===== src/flux_stream_byte_decoder_unit_defines.svh =====
// Assertion macro used by the fsbd_back scaler.
`ifndef FLUX_STREAM_BYTE_DECODER_UNIT_DEFINES_SVH
`define FLUX_STREAM_BYTE_DECODER_UNIT_DEFINES_SVH
// Check a property on every rising edge of clk outside reset.
`define FSBD_ASSERT(label, prop) \
  label: assert property (@(posedge clk) disable iff (rst) prop) \
    else $error("assertion failed");
`endif


===== src/fsbd_pkg.sv =====
// ----------------------------------------------------------------------------
// fsbd_pkg
// Types and constants of the flux stream byte decoder.
// ----------------------------------------------------------------------------
package fsbd_pkg;

  localparam int INDEX_LIMIT_DEF = 128;
  localparam int PS_PER_TICK_DEF = 41619;
  localparam logic [9:0] REPLAY_RPM_RST = 10'd300;
  localparam logic [9:0] CAPTURE_RPM_RST = 10'd300;
  // divide by 1000 as multiply and shift; exact for every 32-bit dividend
  localparam logic [31:0] RECIP_1000 = 32'h10624DD3;
  localparam int RECIP_SHIFT = 38;
  localparam int QUEUE_DEPTH = 2;

  // register indexes
  localparam logic CFG_REPLAY_RPM = 1'b0;
  localparam logic CFG_CAPTURE_RPM = 1'b1;

  // opcodes and block types
  localparam logic [7:0] OP_SAMPLE2_MAX = 8'h07;
  localparam logic [7:0] OP_NOP1 = 8'h08;
  localparam logic [7:0] OP_NOP2 = 8'h09;
  localparam logic [7:0] OP_NOP3 = 8'h0a;
  localparam logic [7:0] OP_OVF16 = 8'h0b;
  localparam logic [7:0] OP_VAL16 = 8'h0c;
  localparam logic [7:0] OP_OOB = 8'h0d;
  localparam logic [7:0] BLK_READ = 8'h01;
  localparam logic [7:0] BLK_INDEX = 8'h02;
  localparam logic [7:0] BLK_END = 8'h03;
  localparam logic [7:0] BLK_EOF = 8'h0d;

  typedef enum logic [2:0] {
    KIND_FLUX = 3'd0,
    KIND_INDEX = 3'd1,
    KIND_SYNC = 3'd2,
    KIND_EOF = 3'd3,
    KIND_TOO_MANY = 3'd4
  } kind_t;

  typedef enum logic [2:0] {
    PH_OPCODE, PH_LOW, PH_V16HIGH, PH_SKIP, PH_OTYPE, PH_OSZLO, PH_OSZHI, PH_OPAY
  } phase_t;

  typedef enum logic [2:0] {
    BK_IDLE, BK_MUL1, BK_RECIP, BK_MUL2, BK_DIV, BK_DONE
  } back_state_t;

  // one decoded job: ticks for flux, otherwise the result value
  typedef struct packed {
    kind_t       kind;
    logic [31:0] value;
  } job_t;

endpackage


===== src/fsbd_if.sv =====
// ----------------------------------------------------------------------------
// fsbd_byte_if / fsbd_result_if
// Valid/ready channels for raw bytes and decoded results.
// ----------------------------------------------------------------------------
interface fsbd_byte_if;
  logic       valid;
  logic       ready;
  logic [7:0] data_byte;
  logic       track_start;
  logic       last_in_track;
  modport source (output valid, data_byte, track_start, last_in_track, input ready);
  modport sink (input valid, data_byte, track_start, last_in_track, output ready);
endinterface

interface fsbd_result_if;
  logic        valid;
  logic        ready;
  logic [2:0]  kind;
  logic [31:0] value;
  logic [31:0] time_total;
  modport source (output valid, kind, value, time_total, input ready);
  modport sink (input valid, kind, value, time_total, output ready);
endinterface


===== src/flux_stream_byte_decoder_unit.sv =====
// ----------------------------------------------------------------------------
// flux_stream_byte_decoder_unit
// Decodes a raw flux capture byte stream into scaled intervals and events.
// ----------------------------------------------------------------------------
// Usage: raw track bytes enter on the bytes channel, one byte per handshake,
// with track_start on the first byte of a track and last_in_track on the
// last. Results leave on the results channel: flux intervals in ns, index
// positions, sync errors, eof and index overflow, each with the running
// interval total. The parser takes a byte in the cycle it is offered and
// pushes a job into a two-entry queue; bytes are refused only while the
// queue is full. An event other than flux moves from the queue into the
// result register once the scaler is idle and no result waits there. A flux
// interval passes a multiply by the tick period, a reciprocal multiply for
// the divide by 1000, a multiply by the replay speed and a 32-step divide by
// the capture speed; no new job is taken while one is in work or a result
// waits. The speed registers are written through cfg_we/cfg_index/cfg_data
// by the user only while idle; the block itself does not enforce it.
// Reset clears the parser, the queue and the total and loads both speed
// registers with 300. When results stalls, the result is held, the queue
// fills and then bytes is held off; nothing is lost.
// ----------------------------------------------------------------------------
module flux_stream_byte_decoder_unit #(
  parameter int INDEX_LIMIT = fsbd_pkg::INDEX_LIMIT_DEF,
  parameter int PS_PER_TICK = fsbd_pkg::PS_PER_TICK_DEF
) (
  input  logic          clk,
  input  logic          rst,
  fsbd_byte_if.sink     bytes,
  fsbd_result_if.source results,
  input  logic          cfg_we,
  input  logic          cfg_index,
  input  logic [9:0]    cfg_data
);

  logic           take;
  logic           job_push;
  fsbd_pkg::job_t job;
  fsbd_pkg::job_t q_job;
  logic           q_pop, q_full, q_empty;

  assign bytes.ready = !q_full;
  assign take = bytes.valid && !q_full;

  fsbd_front #(.INDEX_LIMIT(INDEX_LIMIT)) u_front (
    .clk(clk), .rst(rst), .take(take),
    .data_byte(bytes.data_byte), .track_start(bytes.track_start),
    .last_in_track(bytes.last_in_track),
    .job_push(job_push), .job(job)
  );

  fsbd_queue u_queue (
    .clk(clk), .rst(rst), .push(job_push), .push_job(job),
    .pop(q_pop), .pop_job(q_job), .full(q_full), .empty(q_empty)
  );

  fsbd_back #(.PS_PER_TICK(PS_PER_TICK)) u_back (
    .clk(clk), .rst(rst),
    .cfg_we(cfg_we), .cfg_index(cfg_index), .cfg_data(cfg_data),
    .q_empty(q_empty), .q_job(q_job), .q_pop(q_pop),
    .out_valid(results.valid), .out_ready(results.ready),
    .out_kind(results.kind), .out_value(results.value),
    .out_total(results.time_total)
  );

endmodule


===== src/fsbd_front.sv =====
// ----------------------------------------------------------------------------
// fsbd_front
// Byte parser: tracks stream state and emits a job per flux sample or event.
// ----------------------------------------------------------------------------
module fsbd_front #(
  parameter int INDEX_LIMIT = fsbd_pkg::INDEX_LIMIT_DEF
) (
  input  logic              clk,
  input  logic              rst,
  input  logic              take,
  input  logic [7:0]        data_byte,
  input  logic              track_start,
  input  logic              last_in_track,
  output logic              job_push,
  output fsbd_pkg::job_t    job
);

  localparam logic [7:0] LIMIT = 8'(INDEX_LIMIT);

  fsbd_pkg::phase_t phase, phase_next;
  logic [1:0]  skip, skip_next;
  logic [7:0]  high, high_next;
  logic [31:0] ticks, ticks_next;
  logic [31:0] pos, pos_next;
  logic [7:0]  btype, btype_next;
  logic [15:0] bsize, bsize_next;
  logic [15:0] bcount, bcount_next;
  logic [31:0] bword, bword_next;
  logic [7:0]  icount, icount_next;
  logic        stopped, stopped_next;
  logic        act;
  logic        emit;
  fsbd_pkg::job_t job_c;

  // decode one byte
  always_comb begin
    logic [15:0] need;
    logic [31:0] word_c;
    phase_next = phase; skip_next = skip; high_next = high; ticks_next = ticks;
    pos_next = pos; btype_next = btype; bsize_next = bsize; bcount_next = bcount;
    bword_next = bword; icount_next = icount; stopped_next = stopped;
    if (track_start) begin
      phase_next = fsbd_pkg::PH_OPCODE; skip_next = '0; high_next = '0;
      ticks_next = '0; pos_next = '0; btype_next = '0; bsize_next = '0;
      bcount_next = '0; bword_next = '0; icount_next = '0; stopped_next = 1'b0;
    end
    emit = 1'b0;
    act = 1'b0;
    job_c.kind = fsbd_pkg::KIND_FLUX;
    job_c.value = '0;
    need = '0;
    word_c = '0;
    if (!stopped_next) begin
      case (phase_next)
        fsbd_pkg::PH_OPCODE: begin
          if (data_byte == fsbd_pkg::OP_OOB) begin
            phase_next = fsbd_pkg::PH_OTYPE;
          end else begin
            pos_next = pos_next + 32'd1;
            if (data_byte inside {[8'h00:fsbd_pkg::OP_SAMPLE2_MAX]}) begin
              high_next = data_byte;
              phase_next = fsbd_pkg::PH_LOW;
            end else if (data_byte == fsbd_pkg::OP_NOP1) begin
            end else if (data_byte inside {fsbd_pkg::OP_NOP2, fsbd_pkg::OP_NOP3}) begin
              skip_next = 2'(data_byte - fsbd_pkg::OP_NOP1);
              phase_next = fsbd_pkg::PH_SKIP;
            end else if (data_byte == fsbd_pkg::OP_OVF16) begin
              ticks_next = ticks_next + 32'h10000;
            end else if (data_byte == fsbd_pkg::OP_VAL16) begin
              phase_next = fsbd_pkg::PH_V16HIGH;
            end else begin
              emit = 1'b1;
              job_c.value = ticks_next + {24'd0, data_byte};
              ticks_next = '0;
            end
          end
        end
        fsbd_pkg::PH_LOW: begin
          pos_next = pos_next + 32'd1;
          emit = 1'b1;
          job_c.value = ticks_next + {16'd0, high_next, data_byte};
          ticks_next = '0;
          phase_next = fsbd_pkg::PH_OPCODE;
        end
        fsbd_pkg::PH_V16HIGH: begin
          pos_next = pos_next + 32'd1;
          high_next = data_byte;
          phase_next = fsbd_pkg::PH_LOW;
        end
        fsbd_pkg::PH_SKIP: begin
          pos_next = pos_next + 32'd1;
          if (skip_next != 2'd0) skip_next = skip_next - 2'd1;
          if (skip_next == 2'd0) phase_next = fsbd_pkg::PH_OPCODE;
        end
        fsbd_pkg::PH_OTYPE: begin
          btype_next = data_byte;
          phase_next = fsbd_pkg::PH_OSZLO;
        end
        fsbd_pkg::PH_OSZLO: begin
          bsize_next = {8'd0, data_byte};
          phase_next = fsbd_pkg::PH_OSZHI;
        end
        fsbd_pkg::PH_OSZHI: begin
          bsize_next = {data_byte, bsize_next[7:0]};
          bcount_next = '0;
          bword_next = '0;
          if (btype_next == fsbd_pkg::BLK_EOF) begin
            stopped_next = 1'b1;
            phase_next = fsbd_pkg::PH_OPCODE;
            emit = 1'b1;
            job_c.kind = fsbd_pkg::KIND_EOF;
          end else if (bsize_next == 16'd0) begin
            phase_next = fsbd_pkg::PH_OPCODE;
            act = 1'b1;
          end else begin
            phase_next = fsbd_pkg::PH_OPAY;
          end
        end
        default: begin
          word_c = bword_next;
          if (bcount_next < 16'd4) begin
            case (bcount_next[1:0])
              2'd0: word_c[7:0] = data_byte;
              2'd1: word_c[15:8] = data_byte;
              2'd2: word_c[23:16] = data_byte;
              default: word_c[31:24] = data_byte;
            endcase
          end
          bword_next = word_c;
          bcount_next = bcount_next + 16'd1;
          need = (bsize_next < 16'd4) ? bsize_next : 16'd4;
          if (bcount_next == need) act = 1'b1;
          if (bcount_next >= bsize_next) phase_next = fsbd_pkg::PH_OPCODE;
        end
      endcase
      // act on a finished block header or word
      if (act) begin
        if (btype_next inside {fsbd_pkg::BLK_READ, fsbd_pkg::BLK_END}) begin
          if (bword_next != pos_next) begin
            emit = 1'b1;
            job_c.kind = fsbd_pkg::KIND_SYNC;
            job_c.value = pos_next;
          end
        end else if (btype_next == fsbd_pkg::BLK_INDEX) begin
          emit = 1'b1;
          job_c.value = bword_next;
          if (icount_next >= LIMIT) begin
            job_c.kind = fsbd_pkg::KIND_TOO_MANY;
          end else begin
            job_c.kind = fsbd_pkg::KIND_INDEX;
            icount_next = icount_next + 8'd1;
          end
        end
      end
    end
    // drop any unfinished item at track end
    if (last_in_track) begin
      phase_next = fsbd_pkg::PH_OPCODE; skip_next = '0; high_next = '0;
      ticks_next = '0; bcount_next = '0; bword_next = '0;
    end
  end

  // update parse state
  always_ff @(posedge clk) begin
    if (rst) begin
      phase <= fsbd_pkg::PH_OPCODE; skip <= '0; high <= '0; ticks <= '0;
      pos <= '0; btype <= '0; bsize <= '0; bcount <= '0; bword <= '0;
      icount <= '0; stopped <= 1'b0;
    end else if (take) begin
      phase <= phase_next; skip <= skip_next; high <= high_next; ticks <= ticks_next;
      pos <= pos_next; btype <= btype_next; bsize <= bsize_next; bcount <= bcount_next;
      bword <= bword_next; icount <= icount_next; stopped <= stopped_next;
    end
  end

  assign job_push = take && emit;
  assign job = job_c;

endmodule


===== src/fsbd_queue.sv =====
// ----------------------------------------------------------------------------
// fsbd_queue
// Short job queue between parser and scaler.
// ----------------------------------------------------------------------------
module fsbd_queue (
  input  logic           clk,
  input  logic           rst,
  input  logic           push,
  input  fsbd_pkg::job_t push_job,
  input  logic           pop,
  output fsbd_pkg::job_t pop_job,
  output logic           full,
  output logic           empty
);

  localparam int PW = $clog2(fsbd_pkg::QUEUE_DEPTH);

  fsbd_pkg::job_t slots [fsbd_pkg::QUEUE_DEPTH];
  logic [PW-1:0] wr, rd;
  logic [PW:0]   fill;

  // advance pointers and fill count
  always_ff @(posedge clk) begin
    if (rst) begin
      wr <= '0; rd <= '0; fill <= '0;
    end else begin
      if (push) wr <= (wr == PW'(fsbd_pkg::QUEUE_DEPTH - 1)) ? '0 : wr + 1'b1;
      if (pop) rd <= (rd == PW'(fsbd_pkg::QUEUE_DEPTH - 1)) ? '0 : rd + 1'b1;
      fill <= fill + (PW+1)'(push) - (PW+1)'(pop);
    end
  end

  always_ff @(posedge clk) begin
    if (push) slots[wr] <= push_job;
  end

  assign pop_job = slots[rd];
  assign full = (fill == (PW+1)'(fsbd_pkg::QUEUE_DEPTH));
  assign empty = (fill == '0);

endmodule


===== src/fsbd_back.sv =====
// ----------------------------------------------------------------------------
// fsbd_back
// Scaler: converts ticks to speed-scaled ns, keeps the running total, holds the result.
// ----------------------------------------------------------------------------
`include "flux_stream_byte_decoder_unit_defines.svh"
module fsbd_back #(
  parameter int PS_PER_TICK = fsbd_pkg::PS_PER_TICK_DEF
) (
  input  logic           clk,
  input  logic           rst,
  input  logic           cfg_we,
  input  logic           cfg_index,
  input  logic [9:0]     cfg_data,
  input  logic           q_empty,
  input  fsbd_pkg::job_t q_job,
  output logic           q_pop,
  output logic           out_valid,
  input  logic           out_ready,
  output logic [2:0]     out_kind,
  output logic [31:0]    out_value,
  output logic [31:0]    out_total
);

  localparam logic [31:0] PS = 32'(PS_PER_TICK);

  fsbd_pkg::back_state_t state, state_next;
  logic [9:0]  replay_rpm, capture_rpm;
  logic [31:0] val;
  logic [9:0]  div_d;
  logic [9:0]  rem;
  logic [4:0]  cnt;
  logic [31:0] total;
  logic [10:0] rem_s;
  logic        rem_ge;
  logic [63:0] recip;

  // next state
  always_comb begin
    state_next = state;
    case (state)
      fsbd_pkg::BK_IDLE:
        if (!q_empty && !out_valid && q_job.kind == fsbd_pkg::KIND_FLUX)
          state_next = fsbd_pkg::BK_MUL1;
      fsbd_pkg::BK_MUL1: state_next = fsbd_pkg::BK_RECIP;
      fsbd_pkg::BK_RECIP: state_next = fsbd_pkg::BK_MUL2;
      fsbd_pkg::BK_MUL2: state_next = fsbd_pkg::BK_DIV;
      fsbd_pkg::BK_DIV: if (cnt == 5'd0) state_next = fsbd_pkg::BK_DONE;
      fsbd_pkg::BK_DONE: state_next = fsbd_pkg::BK_IDLE;
      default: state_next = fsbd_pkg::BK_IDLE;
    endcase
  end

  // outputs of the sequencer
  always_comb begin
    q_pop = (state == fsbd_pkg::BK_IDLE) && !q_empty && !out_valid;
  end

  // divide by 1000 through the reciprocal
  assign recip = 64'(val) * 64'(fsbd_pkg::RECIP_1000);

  // one restoring divide step
  assign rem_s = {rem, val[31]};
  assign rem_ge = (rem_s >= {1'b0, div_d});

  // hold configuration
  always_ff @(posedge clk) begin
    if (rst) begin
      replay_rpm <= fsbd_pkg::REPLAY_RPM_RST;
      capture_rpm <= fsbd_pkg::CAPTURE_RPM_RST;
    end else if (cfg_we) begin
      if (cfg_index == fsbd_pkg::CFG_REPLAY_RPM) replay_rpm <= cfg_data;
      else capture_rpm <= cfg_data;
    end
  end

  // advance the sequencer and the result register
  always_ff @(posedge clk) begin
    if (rst) begin
      state <= fsbd_pkg::BK_IDLE;
      out_valid <= 1'b0;
      total <= '0;
    end else begin
      state <= state_next;
      if (out_valid && out_ready) out_valid <= 1'b0;
      if (q_pop && q_job.kind != fsbd_pkg::KIND_FLUX) begin
        out_valid <= 1'b1;
        out_total <= total;
      end
      if (state == fsbd_pkg::BK_DONE) begin
        out_valid <= 1'b1;
        total <= total + val;
        out_total <= total + val;
      end
    end
  end

  // datapath
  always_ff @(posedge clk) begin
    case (state)
      fsbd_pkg::BK_IDLE: begin
        // load only when a job is taken, so a waiting result stays put
        if (q_pop) begin
          val <= q_job.value;
          out_kind <= q_job.kind;
          out_value <= q_job.value;
        end
      end
      fsbd_pkg::BK_MUL1: val <= 32'(val * PS);
      fsbd_pkg::BK_RECIP: val <= 32'(recip >> fsbd_pkg::RECIP_SHIFT);
      fsbd_pkg::BK_DIV: begin
        rem <= rem_ge ? 10'(rem_s - {1'b0, div_d}) : rem_s[9:0];
        val <= {val[30:0], rem_ge};
        cnt <= cnt - 5'd1;
      end
      fsbd_pkg::BK_MUL2: begin
        val <= 32'(val * {22'd0, replay_rpm});
        div_d <= (capture_rpm == 10'd0) ? 10'd1 : capture_rpm;
        rem <= '0;
        cnt <= 5'd31;
      end
      fsbd_pkg::BK_DONE: out_value <= val;
      default: begin
      end
    endcase
  end

  `FSBD_ASSERT(pop_only_when_free, q_pop |-> !out_valid && state == fsbd_pkg::BK_IDLE)
  `FSBD_ASSERT(divisor_nonzero, (state == fsbd_pkg::BK_DIV) |-> div_d != 10'd0)
  `FSBD_ASSERT(done_leads_to_valid, state == fsbd_pkg::BK_DONE |=> out_valid)

endmodule

===== src/flat_wrapper.sv =====
// flat-port wrapper written by rule: the top's interface ports become plain ports
module flux_stream_byte_decoder_unit_flat 
#(
  parameter int INDEX_LIMIT = fsbd_pkg::INDEX_LIMIT_DEF,
  parameter int PS_PER_TICK = fsbd_pkg::PS_PER_TICK_DEF
)
  (clk, rst, cfg_we, cfg_index, cfg_data, bytes_valid, bytes_data_byte, bytes_track_start, bytes_last_in_track, bytes_ready, results_valid, results_kind, results_value, results_time_total, results_ready);
  fsbd_byte_if bytes_i ();
  fsbd_result_if results_i ();
  input  logic clk;
  input  logic rst;
  input  logic cfg_we;
  input  logic cfg_index;
  input  logic [9:0] cfg_data;
  input wire logic [$bits(bytes_i.valid)-1:0] bytes_valid;
  input wire logic [$bits(bytes_i.data_byte)-1:0] bytes_data_byte;
  input wire logic [$bits(bytes_i.track_start)-1:0] bytes_track_start;
  input wire logic [$bits(bytes_i.last_in_track)-1:0] bytes_last_in_track;
  output wire logic [$bits(bytes_i.ready)-1:0] bytes_ready;
  output wire logic [$bits(results_i.valid)-1:0] results_valid;
  output wire logic [$bits(results_i.kind)-1:0] results_kind;
  output wire logic [$bits(results_i.value)-1:0] results_value;
  output wire logic [$bits(results_i.time_total)-1:0] results_time_total;
  input wire logic [$bits(results_i.ready)-1:0] results_ready;
  assign bytes_i.valid = bytes_valid;
  assign bytes_i.data_byte = bytes_data_byte;
  assign bytes_i.track_start = bytes_track_start;
  assign bytes_i.last_in_track = bytes_last_in_track;
  assign bytes_ready = bytes_i.ready;
  assign results_valid = results_i.valid;
  assign results_kind = results_i.kind;
  assign results_value = results_i.value;
  assign results_time_total = results_i.time_total;
  assign results_i.ready = results_ready;
  flux_stream_byte_decoder_unit #(.INDEX_LIMIT(INDEX_LIMIT), .PS_PER_TICK(PS_PER_TICK)) u_core (.clk(clk), .rst(rst), .bytes(bytes_i), .results(results_i), .cfg_we(cfg_we), .cfg_index(cfg_index), .cfg_data(cfg_data));
endmodule

===== config.mk =====
export PLATFORM = sky130hd
export DESIGN_NAME = flux_stream_byte_decoder_unit_flat
export DESIGN_NICKNAME = d
export VERILOG_FILES = /design/src/fsbd_pkg.sv /design/src/fsbd_if.sv /design/src/flux_stream_byte_decoder_unit.sv /design/src/fsbd_front.sv /design/src/fsbd_queue.sv /design/src/fsbd_back.sv /design/src/flat_wrapper.sv
export VERILOG_INCLUDE_DIRS = /design/src /design/src/src
export SDC_FILE = /design/constraint.sdc
export NUM_CORES = 2
export LEC_CHECK = 0
export ABC_AREA = 1
export BUFFER_PORTS_ARGS = -buffer_cell sky130_fd_sc_hd__buf_2
export CAP_MARGIN = 20
export CORE_ASPECT_RATIO = 1.1
export CORE_MARGIN = 5
export CORE_UTILIZATION = 50
export DETAILED_ROUTE_END_ITERATION = 8
export GPL_ROUTABILITY_DRIVEN = 0
export PLACE_DENSITY = 0.71
export SYNTH_ARGS = -nofsm -noshare
export SYNTH_HDL_FRONTEND = slang
export SYNTH_SLANG_ARGS = --single-unit

===== constraint.sdc =====
create_clock -name clk -period 15.2 [get_ports clk]
set_clock_uncertainty 0.2 [all_clocks]
set_input_delay 2.28 -clock clk [delete_from_list [all_inputs] [get_ports clk]]
set_output_delay 2.28 -clock clk [all_outputs]
set_load 0.005 [all_outputs]

==> metrics.csv <==
metric;value;unit
area_growth;6.22;%
cap_violations;0;
routedWlPerCell;20.6;um
r2r_end;u_core.u_back.val[22];
pre_cts_ws;6630;ps
ys_seq_elements;413;
hold_depth;0;
grt_pass1_wl;279;mm
syn_inst;7329;
worstMarginPinSlew;1100;ps
drc;4;
dieArea;117000;um2
relSlewSlack;0.267;
drive_gt1_frac;0.0483;
r2r_cells;28;
crit_type;in2reg;
cts_resized;0;
firstDrtPassIters;9;
seqCellArea;10200;um2
multi_input_area;38300;um2
ios;95;
finalWirelength;181;mm
die_w;327;um
start_util;0.502;
hpwl;143;mm
rsz0062_at_grt;no;
final_cell_mix;nand2_1, inv_1, ha_1, fa_1, nor2_1;
max_freq;0.121;GHz
cts.sinks;413;
clk_pin_slew;60;ps
grt_overflow_total;0;
cts_root_buffer;clkbuf_16;
async_flop_share;0;
synth_flop_cell;dfxtp_1;
clock_path_buffers;3;
place_area;57000;um2
slew_violations;0;
violations;design-rule violations;
min-delay-start;u_core.u_back.capture_rpm[7];
min_period;8240;ps
fin_area;58700;um2
vias;50706;
grt_pass1_vias;49671;
syn_avg_cell_area;7.54;um2
grt_usage;0.303;
fin_tns_setup;0;ps
status;finished with violations;
setup_viol;0;
final_util;0.533;
synthesis.nets;8562;
r2r_slack;7180;ps
fillCellCount;10511;
core-area;110000;um2
synth_warnings;0;
mostFrequentLayoutCell;nand2_1;
crit_path_start_kind;input pin;
path_max_fanout;48;
critPathBufInv;5;
hp-class;reg2reg;
portBuffers;94;
ant_nets;0;
grt_max_degree;87;
critPathArrivalTime;8260;ps
critical_path.top_delay_family;simple AND/OR/NAND/NOR gates;
num_rows;128;
fin_ws;6960;ps
worstPathCellList;buf_4, inv_4, nand2_2, nor2_1, buf_4, clkinv_1, nor2_1, inv_1, nor3_1, o21bai_4, nand3_2, nand2_1, nand2_1, nor2_4;
synth_edf_count;194;
cts_buffers;48;
drt_iter0_drc;5695;
post-cts-setup-buffers;0;
die_h;359;um
yosysUniqueCellTypes;66;
min_to;u_core.u_back.div_d[7];
antenna_found_initial;7;
ys_seq_area_frac;0.185;
h-tree-depth;2;
worstPathRequired;15220;ps
worst_path_largest_cell_delay;1100;ps
critPathCaptureType;register;
cp_slowest_cell;nor2_1;
syn_area;55300;um2
r2r-start;u_core.u_back.val[22];
hold_violations;0;
fin_crit_sh;0.542;
nNetsFinal;8526;
cts_hold_buf;0;
routed_via_density;5.79;
cts_tree;built;
clkLatencyLatePin;660;ps
## synthesized netlist by cell type, drive strengths merged (2+ instances only)
cell type,count,area share
o2111ai,7,0.0011
nand3,254,0.024
fa,601,0.22
o211ai,54,0.0073
a31oi,59,0.0067
o31ai,11,0.0015
a2111oi,3,0.00048
clkinv,6,0.00043
clkbuf,194,0.013
a22oi,13,0.0018
and2,25,0.0028
nor4,18,0.0023
a2111o,2,0.00041
buf,57,0.0067
nand2,1586,0.11
nor3,84,0.0080
a21oi,448,0.041
xor2,61,0.0097
a21boi,6,0.00082
o21bai,11,0.0017
dfxtp,219,0.079
and3,2,0.00023
or2,27,0.0031
mux2i,3,0.00054
nor2,521,0.037
a41oi,5,0.00079
nand4,62,0.0070
nand3b,10,0.0014
o221ai,17,0.0027
a21o,6,0.00082
o311ai,4,0.00063
o22ai,36,0.0041
a32oi,4,0.00063
inv,1525,0.10
o21a,21,0.0029
edfxtp,194,0.11
o21ai,466,0.042
a221oi,45,0.0071
ha,606,0.14
a211oi,9,0.0012
xnor2,37,0.0059
## worst register-to-register path, delay by kind of cell (launching register included)
kind | cells | cell delay, ps
buffers and inverters | 8 | 790
adders and majority gates | 9 | 3960
DFF | 1 | 840
AOI/OAI and AO/OA | 6 | 1290
and+or+nand+nor | 5 | 680
## state kept, by name (all words and copies together), names as in the netlist, 16 cells and up, named ones only
name	count
u_core.u_back.out_total	32
u_core.u_back.out_value	32
u_core.u_back.total	32
u_core.u_back.val	32
u_core.u_front.bcount	16
u_core.u_front.bsize	16
u_core.u_front.bword	32
u_core.u_front.pos	32
u_core.u_front.ticks	32
u_core.u_queue.slots	70
## logic make-up (layout without fill, tap and decap cells)
family,Yosys count,count (layout),synth area share
and+or+nand+nor,2591,2591,0.194
buffers and inverters,1782,1786,0.124
AOI/OAI and AO/OA,1235,1235,0.127
adders and majority gates,1207,1207,0.355
DFF,413,413,0.185
xor gates and xnor gates,98,98,0.0155
muxes,3,3,0.000543
other,0,2,0
## metal layers
layer	GRT usage	share of wire	vias up
li1	-	-	23272
met1	0.378	0.37	23868
met2	0.488	0.44	2800
met3	0.0599	0.10	758
met4	0.185	0.079	8
met5	0	0.00030	-
## through the flow
step / instances / hold WS (ps)
6_report: 8765 / 233
5_1_grt: 8763 / 258
4_1_cts: 8762 / 234
3_5_place_dp: 8672 / 217
3_3_place_gp: 8672 / 222
2_1_floorplan: 7329 / 225
## how the worst max path moves through the flow
stage | from | endpoint | slack (ps) | cells past startpoint
after floorplan | bytes_track_start | u_core.u_queue.slots[0][0] | 8020 | 29
after global placement | bytes_track_start | u_core.u_queue.slots[0][30] | 6750 | 14
after detailed placement | bytes_track_start | u_core.u_queue.slots[0][30] | 6630 | 14
after CTS | bytes_track_start | u_core.u_queue.slots[0][3] | 7240 | 14
after global routing | bytes_track_start | u_core.u_queue.slots[0][28] | 6680 | 14
final | bytes_track_start | u_core.u_queue.slots[0][4] | 6960 | 14
## final cells by class
cell class | count | share of cell area
multi-input cells | 5134 | 0.652
diodes | 2 | 0.0000853
inverters | 1531 | 0.0980
clock inverters | 29 | 0.00499
repair buffers | 165 | 0.0175
flip-flops and latches | 413 | 0.174
clock buffers | 61 | 0.0230
well taps | 1430 | 0.0305
Power is not shown: default switching activity piles up to over one toggle a cycle in this logic, so the estimate is an artifact.
